### src/hdl/hbe_div.sv
`timescale 1ns / 1ps
module hbe_div #(
    parameter int SW = 32,
    parameter int DW = 32
) (
    input  logic          i_clk,
    input  logic          i_rst_n,
    input  logic          i_start,
    input  logic [SW-1:0] i_dividend,
    input  logic [DW-1:0] i_divisor,
    output logic          o_done,
    output logic [SW-1:0] o_quotient
);

    localparam int CNW = $clog2(SW + 1);

    logic [SW-1:0]  r_q;
    logic [DW-1:0]  r_rem;
    logic [DW-1:0]  r_d;
    logic [CNW-1:0] r_cnt;
    logic           r_run;
    logic           r_done;
    logic [DW:0]    w_trial;
    logic           w_ge;

    assign w_trial    = {r_rem, r_q[SW-1]};
    assign w_ge       = (w_trial >= {1'b0, r_d});
    assign o_done     = r_done;
    assign o_quotient = r_q;

    always_ff @(posedge i_clk) begin
        if (!i_rst_n) begin
            r_run  <= 1'b0;
            r_done <= 1'b0;
            r_cnt  <= '0;
        end else begin
            r_done <= 1'b0;
            if (i_start) begin
                r_run <= 1'b1;
                r_cnt <= '0;
                r_q   <= i_dividend;
                r_rem <= '0;
                r_d   <= i_divisor;
            end else if (r_run) begin
                r_q   <= {r_q[SW-2:0], w_ge};
                r_rem <= w_ge ? DW'(w_trial - {1'b0, r_d}) : DW'(w_trial);
                r_cnt <= r_cnt + CNW'(1);
                if (r_cnt == CNW'(SW - 1)) begin
                    r_run  <= 1'b0;
                    r_done <= 1'b1;
                end
            end
        end
    end

endmodule

### config.mk
export PLATFORM = sky130hd
export DESIGN_NAME = hbe_div
export DESIGN_NICKNAME = d
export VERILOG_FILES = /design/src/hdl/hbe_div.sv
export SDC_FILE = /design/constraint.sdc
export NUM_CORES = 1
export LEC_CHECK = 0
export BUFFER_PORTS_ARGS = -buffer_cell sky130_fd_sc_hd__buf_4
export CAP_MARGIN = 10
export CELL_PAD_IN_SITES_DETAIL_PLACEMENT = 1
export CELL_PAD_IN_SITES_GLOBAL_PLACEMENT = 1
export CORE_MARGIN = 10
export CORE_UTILIZATION = 45
export CTS_CLUSTER_DIAMETER = 150
export DETAILED_ROUTE_END_ITERATION = 8
export PLACE_DENSITY_LB_ADDON = 0.1
export SYNTH_ARGS = -nofsm -noshare
export SYNTH_HDL_FRONTEND = slang
export SYNTH_SLANG_ARGS = --single-unit
### constraint.sdc
create_clock -name i_clk -period 4 [get_ports i_clk]
set_input_delay 0.8 -clock i_clk [delete_from_list [all_inputs] [get_ports i_clk]]
set_output_delay 0.8 -clock i_clk [all_outputs]
set_load 0.005 [all_outputs]
==> reports/metrics.cfg <==
[clocking]
root_buffer = clkbuf_16
numCtsBuffers = 9
ctsHoldBuffers = 0
ctsHtreeMaxLevel = 3
path_clk_slew_ns = 0.07
cts.sinks = 104
clk_latency_ns = 0.37
clockBufferDepth = 2
cts_tree = yes
cts_resized = 0
cts_setup_buffers = 0

[layout]
final_util = 0.549
layout-drive-gt1-share = 0.274
diodes = 0
area_delta_synth_final_pct = 19.8
num-nets-final = 731

[synthesis]
synth_nets = 638
synthMuxAreaShare = 0.0809
synth-seq-area-share = 0.502
synth_adder_area_share = 0.0714
synth.distinct_cells = 57
synth_enable_flop_cells = 96
ys_async_sr_fraction = 0
synth_compound_area_frac = 0.163
yosys_warnings = 0
netlist_instances = 537
dominantRegCellSynth = edfxtp_1
ys_ff_latch = 104
avgSynthCellArea_um2 = 11.3
synth_xor_xnor_area_share = 0.0404
synth-simple-area-share = 0.0980
mappedNetlistArea_um2 = 6070
synth_top_family_by_area = compound AO/OA/AOI/OAI gates

[place]
place.gp.congestion = 0.868
portBuffers = 99
place_ws_ns = 0.576
hpwl_um = 11600

[critical_path]
required_ns = 4.09
crit_arrival_ns = 3.53
ff2ff_path_depth = 11
endpoint_kind = flip-flop
cp_max_fo = 36
critPathKind = flip-flop to flip-flop
start_kind = flip-flop

[grt]
antenna_found_initial = 0
grt.total_usage = 0.179
grt.busiest_layer = met2
use_met1 = 0.210
grt_max_degree = 66
grt_pass1_wl_um = 26000
use_met2 = 0.282
grt_pass1_vias = 4980
gr-usage-met3 = 0.0838
grt.overflow.total = 0

[sta]
maxSlewHeadroom = 0.413
setup_tns_ns = 0
hold_viol = 0
clock_skew_ns = 0.00790
whs_ns = 0.473
finalCriticalPeriod_ns = 3.44
finalCritPeriodShare = 0.860
setup_viol = 0
worst_pin_slew_ns = 0.881
rsz0062_at_grt = false
worst_slack_ns = 0.558
slew_viol_final = 0
clock.fmax_ghz = 0.291

[route]
drt_first_pass_iters = 4
ant_nets = 0
num_vias = 4458
drt-total-wl_um = 15900
wl_per_cell_um = 19.7
drt_iter0_markers = 204
drc_errors = 0
vias_per_cell = 5.50

[pwr]
leakagePower_uw = 0.00302
powerDensity_nw_per_um2 = 447
max-vdd-ir-drop_uv = 253

[floorplan]
fp.dieH_um = 136
ios = 100
core_area_um2 = 13200
rows = 42
die_w_um = 136
start_util = 0.458
dieArea_um2 = 18500

[run]
cap_violations = 0

[outcome]
status = finished, final reports clean

[worst_hold_path]
hold_path_depth = 1
hp-class = flip-flop to flip-flop

[logic make-up (layout without fill, tap and decap cells)]
logic type / Yosys count / count (layout)
compound gates: 135 / 135
simple gates: 129 / 129
flops: 104 / 104
buf+inv: 62 / 160
mux: 45 / 45
fa+ha+maj: 34 / 34
xor+xnor: 28 / 28
[per-stage QoR]
step                power, uW  cell area, um^2  std cells
floorplan                2070             6070        537
global placement         2300             6960        795
detailed placement       2330             6960        795
CTS                      3290             7260        811
global route             3430             7260        811
finish                   3250             7260        811
[flip-flops by register name (all words and copies together), names as in the netlist]
register / count
r_rem: 32
r_run: 1
r_d: 32
o_done: 1
o_quotient: 32
r_cnt: 6
[synthesized netlist by cell type, drive strengths merged (5+ instances only)]
cell type | count | share of area
mux2 | 32 | 0.059
ha | 33 | 0.068
a31oi | 11 | 0.011
a21o | 21 | 0.026
mux2i | 13 | 0.021
o21ai | 20 | 0.017
inv | 38 | 0.024
nand3 | 10 | 0.0091
xnor2 | 18 | 0.026
clkbuf | 14 | 0.0091
edfxtp | 96 | 0.48
a21oi | 33 | 0.027
nand4 | 7 | 0.0072
nor2 | 46 | 0.029
xor2 | 10 | 0.014
nor3 | 5 | 0.0041
a211oi | 11 | 0.020
nand2 | 37 | 0.023
dfxtp | 8 | 0.026
and3 | 5 | 0.0052
o21a | 8 | 0.0099
buf | 9 | 0.011
[path summary, 6_finish.rpt]
kind,to,startpoint,slack (ns)
worst max-delay path,r_rem[2],r_rem[21],0.56
worst max register to register,r_rem[2],r_rem[21],0.56
worst min register to register,o_done,r_cnt[5],0.47
worst min-delay path,o_done,r_cnt[5],0.47
[where the power goes]
group / internal [uW] / leakage, uW / switching [uW]
clock: 497 / 0.000147 / 438
combinational: 420 / 0.00189 / 541
sequential: 1310 / 0.000983 / 46.3
total: 2220 / 0.00302 / 1030
[layout by cell type (no fill, tap or decap), types with 9 or more instances in the layout]
master	synthesis	routed
mux2_2	32	32
nor2_1	45	45
xor2_1	10	10
xnor2_1	18	18
mux2i_1	13	13
a31oi_1	11	11
inv_1	38	38
edfxtp_1	96	96
ha_1	33	33
a21oi_1	33	33
nand3_1	9	9
clkbuf_16	0	9
a21o_1	21	21
o21ai_0	19	19
nand2_1	37	37
buf_4	0	105
[worst max-delay path: stages, from the launching register on]
cell	delay (ns)
edfxtp_1	0.41
ha_1	0.41
a21o_1	0.21
a21o_1	0.17
a21o_1	0.21
a2111oi_4	0.36
o21ai_1	0.15
a311oi_4	0.55
nor2_4	0.07
buf_4	0.30
mux2i_1	0.25
nor2_1	0.06
[cell type report]
type / count / area, um^2
clock inverter: 6 / 77.6
timing repair buffer: 105 / 788
sequential: 104 / 3040
fill: 1433 / 5980
inverter: 39 / 146
multi-input combinational: 371 / 2760
clock buffer: 10 / 229
tap: 176 / 220
[metal layers]
layer,vias up,part of all wire
li1,2173,-
met1,2162,0.42
met2,106,0.47
met3,17,0.092
met4,0,0.015
met5,-,0
(Power assumes the default switching activity.)
