**src/hdl/hbe_pkg.sv**
```systemverilog
`timescale 1ns / 1ps
package hbe_pkg;

    localparam int BINS_DEF        = 256;
    localparam int COUNT_WIDTH_DEF = 16;

    localparam logic [8:0]  BINS_IN_USE_RESET = 9'd256;
    localparam logic [31:0] TOTAL_MAX         = 32'hFFFF_FFFF;

    localparam logic [2:0] ACT_ADD    = 3'd0;
    localparam logic [2:0] ACT_TAKE   = 3'd1;
    localparam logic [2:0] ACT_RANGE  = 3'd2;
    localparam logic [2:0] ACT_FULL   = 3'd3;
    localparam logic [2:0] ACT_ARGMAX = 3'd4;
    localparam logic [2:0] ACT_CLEAR  = 3'd5;

    localparam logic [1:0] STS_OK    = 2'd0;
    localparam logic [1:0] STS_EMPTY = 2'd1;
    localparam logic [1:0] STS_RANGE = 2'd2;

    typedef struct packed {
        logic [2:0] action;
        logic [7:0] bin_index;
        logic [7:0] range_low;
        logic [8:0] range_high;
    } t_in;

    typedef struct packed {
        logic [1:0]  status;
        logic [7:0]  value;
        logic [31:0] matched_count;
        logic [31:0] total_entries;
    } t_out;

    typedef struct packed {
        logic       shift;
        logic       clear;
        logic       inc;
        logic       dec;
        logic [7:0] idx;
    } t_cell_ctl;

endpackage

```
**src/hdl/hbe_cell.sv**
```systemverilog
`timescale 1ns / 1ps
module hbe_cell #(
    parameter int CW  = hbe_pkg::COUNT_WIDTH_DEF,
    parameter int IW  = 8,
    parameter int IDX = 0
) (
    input  logic               i_clk,
    input  logic               i_rst_n,
    input  hbe_pkg::t_cell_ctl i_ctl,
    input  logic [CW-1:0]      i_next,
    output logic [CW-1:0]      o_count
);

    localparam int HW = (IW > 8) ? IW : 8;

    logic [CW-1:0] r_count;
    logic [CW-1:0] n_count;
    logic          w_hit;

    assign w_hit   = (HW'(i_ctl.idx) == HW'(IDX));
    assign o_count = r_count;

    always_comb begin
        n_count = r_count;
        if (i_ctl.clear) begin
            n_count = '0;
        end else if (i_ctl.shift) begin
            n_count = i_next;
        end else if (w_hit && i_ctl.inc && (r_count != '1)) begin
            n_count = r_count + CW'(1);
        end else if (w_hit && i_ctl.dec && (r_count != '0)) begin
            n_count = r_count - CW'(1);
        end
    end

    always_ff @(posedge i_clk) begin
        if (!i_rst_n) begin
            r_count <= '0;
        end else begin
            r_count <= n_count;
        end
    end

endmodule

```
**config.mk**
```make
export PLATFORM = sky130hd
export DESIGN_NAME = hbe_cell
export DESIGN_NICKNAME = d
export VERILOG_FILES = /design/src/hdl/hbe_pkg.sv /design/src/hdl/hbe_cell.sv
export SDC_FILE = /design/constraint.sdc
export NUM_CORES = 1
export LEC_CHECK = 0
export BUFFER_PORTS_ARGS = -buffer_cell sky130_fd_sc_hd__buf_2
export CORE_MARGIN = 5
export CORE_UTILIZATION = 30
export DETAILED_ROUTE_END_ITERATION = 6
export SETUP_SLACK_MARGIN = 0.4
export SLEW_MARGIN = 0
export SYNTH_ARGS = -nofsm -noshare
export SYNTH_HDL_FRONTEND = slang
export SYNTH_SLANG_ARGS = --single-unit
export TNS_END_PERCENT = 1
```
**constraint.sdc**
```tcl
create_clock -name i_clk -period 4.1 [get_ports i_clk]
set_input_delay 1.025 -clock i_clk [delete_from_list [all_inputs] [get_ports i_clk]]
set_output_delay 1.025 -clock i_clk [all_outputs]
set_load 0.02 [all_outputs]
```
==> flow_metrics.tcl <==
set metrics [dict create \
    min-delay-start "o_count[4]" \
    ir_drop_mv 0.1607 \
    ys_top_cells_by_area "dfxtp_1 20%, ha_1 13%, nand2_1 7.0%, a21oi_1 5.3%, o21ai_0 5.3%" \
    grt_pass1_wl_um 7907 \
    p_comb_share_pct 36.8 \
    h-tree-depth 1 \
    max_freq_mhz 271.3 \
    cp_top_family "simple AND/OR/NAND/NOR gates" \
    gp_congestion 0.8896 \
    ios 46 \
    internal_power_w 0.0003057 \
    gr-total-overflow 0 \
    grt_pass1_vias 1633 \
    finalNonFillerCells 326 \
    largest_reg_flops 16 \
    drtIter0Drc 203 \
    drt-pass1-iter-count 4 \
    cap_viol_max_count 0 \
    drt-wirelength-per-cell_um 15.73 \
    rows 26 \
    portBuffers 45 \
    cp_slowest_stage_delay_ns 0.53 \
    min_to "o_count[4]" \
    rr_endpoint "o_count[12]" \
    worstPathArrival_ns 3.80 \
    clock_latency_ns 0.25 \
    die_height_um 83.04 \
    synthMuxAreaShare_pct 0.6255 \
    crit_type "input pin to register" \
    antenna_found_initial 0 \
    p_sw_w 0.0001600 \
    synth_cells 205 \
    crit_buf_inv 2 \
    hold_path_class "register to register" \
    total_power_w 0.0004657 \
    synth_most_common_cell "nand2_1" \
    seqPwrFrac_pct 37.2 \
    grt_util_all_layers_pct 13.58 \
    num_antenna_cells 0 \
    crit_required_ns 4.21 \
    fin_util_pct 41.11 \
    r2r_setup_slack_ns 0.60 \
    finalHoldViolations 0 \
    worst_pin_slew_ns 0.7407 \
    clockBufferDepth 2 \
    fin_nets 305 \
    worst_r2r_path_depth 13 \
    wl_um 5129 \
    p_leak_nw 0.9212 \
    hold_buffers 0 \
    synthXorXnorAreaFrac_pct 6.489 \
    period_needed_ns 3.687 \
    drive_gt1_share_pct 32.81 \
    syn_area_per_cell_sq_um 7.806 \
    worstPathCellList "buf_2 -> or4_4 -> nor2_4 -> nand3b_4 -> buf_4 -> ha_4 -> nand4_1 -> or3_1 -> o21a_1 -> mux2i_2 -> xor2_1 -> a21oi_1" \
    period_share_pct 89.92 \
    dp_cells 316 \
    synthAdderAreaFrac_pct 13.76 \
    ys_top_cells_by_count "30 x nand2_1, 17 x a21oi_1, 17 x o21ai_0" \
    yosysWarnings 0 \
    numCtsBuffers 3 \
    core_area_sq_um 5140 \
    p_per_area_nw_per_um2 220.4 \
    grt_max_degree 28 \
    yosys_most_used_dff "dfxtp_1" \
    postLayoutCellArea_sq_um 2113 \
    clk_pin_slew_ns 0.06 \
    cts_root_buf "clkbuf_8" \
    syn_area_sq_um 1600 \
    initial_utilization_pct 31.13 \
    nFillCells 559 \
    cts_tree "built" \
    start_kind "input pin" \
    rsz0062_at_grt "yes" \
    synth_top_family_by_area "compound AO/OA/AOI/OAI gates" \
    holdPathStages 2 \
    area_growth_pct 32.06 \
    swShare_pct 34.36 \
    yosysUniqueCellTypes 48 \
    drtAntennaViolNets 0 \
    yosysTopAreaCell "dfxtp_1" \
    viasPerCell 5.479 \
    hold_slack_ns 0.5418 \
    hpwl_um 3679 \
    placedInstanceArea_sq_um 1886 \
    status "finished clean" \
    synth-edff-count 0 \
    synth_top_area_share_pct 20.02 \
    synth_compound_area_share_pct 28.15 \
    ys_seq_area_share_pct 20.02 \
    die_w_um 83.04 \
    max-slew-margin-rel_pct 50.31 \
    async_flop_share_pct 0 \
    setup_viol 0 \
    clockPowerShare_pct 26.1 \
    dieArea_sq_um 6895 \
    synth_simple_gate_area_share_pct 27.37 \
    synth_seq_cells 16 \
    r2r_start "o_count[7]" \
    critPathCaptureType "register" \
    fin_skew_ns 0.002423 \
    critPathMaxFanout 6 \
    drv_slew 0 \
    post-route-drc-count 0 \
    cts_sinks 16 \
    via_count 1786 \
    syn-num-nets 252 \
    crit_slowest_cell "or4_4" \
]
[cell families (layout without fill, tap and decap cells)]
group                      after synthesis  after routing
and+or+nand+nor                         79             80
AOI/OAI and AO/OA                       71             71
adders and majority gates               17             17
DFF                                     16             16
xor gates and xnor gates                11             11
buffers and inverters                   10             60
muxes                                    1              1
[final cells by class]
| cell class | instances | area [sq um] | area share [%] |
|---|---|---|---|
| well taps | 70 | 87.58 | 4.144 |
| multi-input cells | 180 | 1364 | 64.54 |
| clock buffers | 3 | 41.29 | 1.954 |
| flip-flops and latches | 16 | 320.3 | 15.16 |
| repair buffers | 53 | 285.3 | 13.50 |
| inverters | 4 | 15.01 | 0.7105 |
[cells in the final DEF, fill, tap and decap left out, types with 5 or more instances in the layout]
| master | n |
|---|---|
| buf_4 | 8 |
| buf_2 | 45 |
| nand4_1 | 6 |
| o21ai_0 | 17 |
| xor2_1 | 5 |
| xnor2_1 | 5 |
| nor4_1 | 5 |
| a31oi_1 | 5 |
| ha_4 | 6 |
| dfxtp_1 | 16 |
| ha_1 | 10 |
| nand2_1 | 29 |
| nor2_1 | 11 |
| a21oi_1 | 14 |
| a21o_1 | 6 |
[metal layers]
| metal | GRT usage [%] | part of all wire (%) | wire length, um |
|---|---|---|---|
| met4 | 0.8915 | 0 | 0 |
| met5 | 0 | 0 | 0 |
| met2 | 21.72 | 48 | 2459 |
| met1 | 19.00 | 47 | 2408 |
| met3 | 3.762 | 5.1 | 261 |
[worst reg2reg max path, cell delays in order, from the launching register on]
cell      delay (ns)
dfxtp_1         0.49
nand4_1         0.15
nor4_1          0.55
nand3b_4        0.30
buf_4           0.16
inv_1           0.05
fa_1            0.40
and2b_1         0.23
o211ai_1        0.12
a21o_1          0.21
o21ai_2         0.22
nand2_1         0.08
a221o_1         0.35
a21oi_1         0.12
[power groups by stage]
stage	clock network [W]	registers, W	logic (W)
after floorplan	0	0.000181	0.000101
after global placement	0	0.000175	0.000151
after detailed placement	0	0.000175	0.000149
after CTS	0.000126	0.000172	0.000158
after global routing	0.000133	0.000174	0.000189
final	0.000121	0.000173	0.000171
[through the flow]
stage | worst slack (ns) | setup TNS, ns
final | 0.4135 | 0
after detailed placement | -0.007140 | -0.007140
after floorplan | 0.4570 | 0
after CTS | 0.4202 | 0
after global placement | -0.0002713 | -0.0002713
after global routing | 0.2988 | 0
[how the worst max path moves through the flow]
stage / from / to / cells after the start
after floorplan: i_ctl[1] / o_count[13] / 11
after global routing: i_ctl[7] / o_count[15] / 12
final: i_ctl[7] / o_count[15] / 12
after detailed placement: i_ctl[1] / o_count[15] / 12
after CTS: i_ctl[1] / o_count[15] / 12
after global placement: i_ctl[1] / o_count[15] / 13
[timing repair]
| action | 4_1_cts | 5_1_grt |
|---|---|---|
| gates cloned | 0 | 1 |
| gates resized for setup | 5 | 15 |
| pin swaps | 2 | 2 |
| buffers inserted | 6 | 0 |
| setup endpoints to repair | 2 | 7 |
Note: power is estimated with default switching activity, not from simulation.
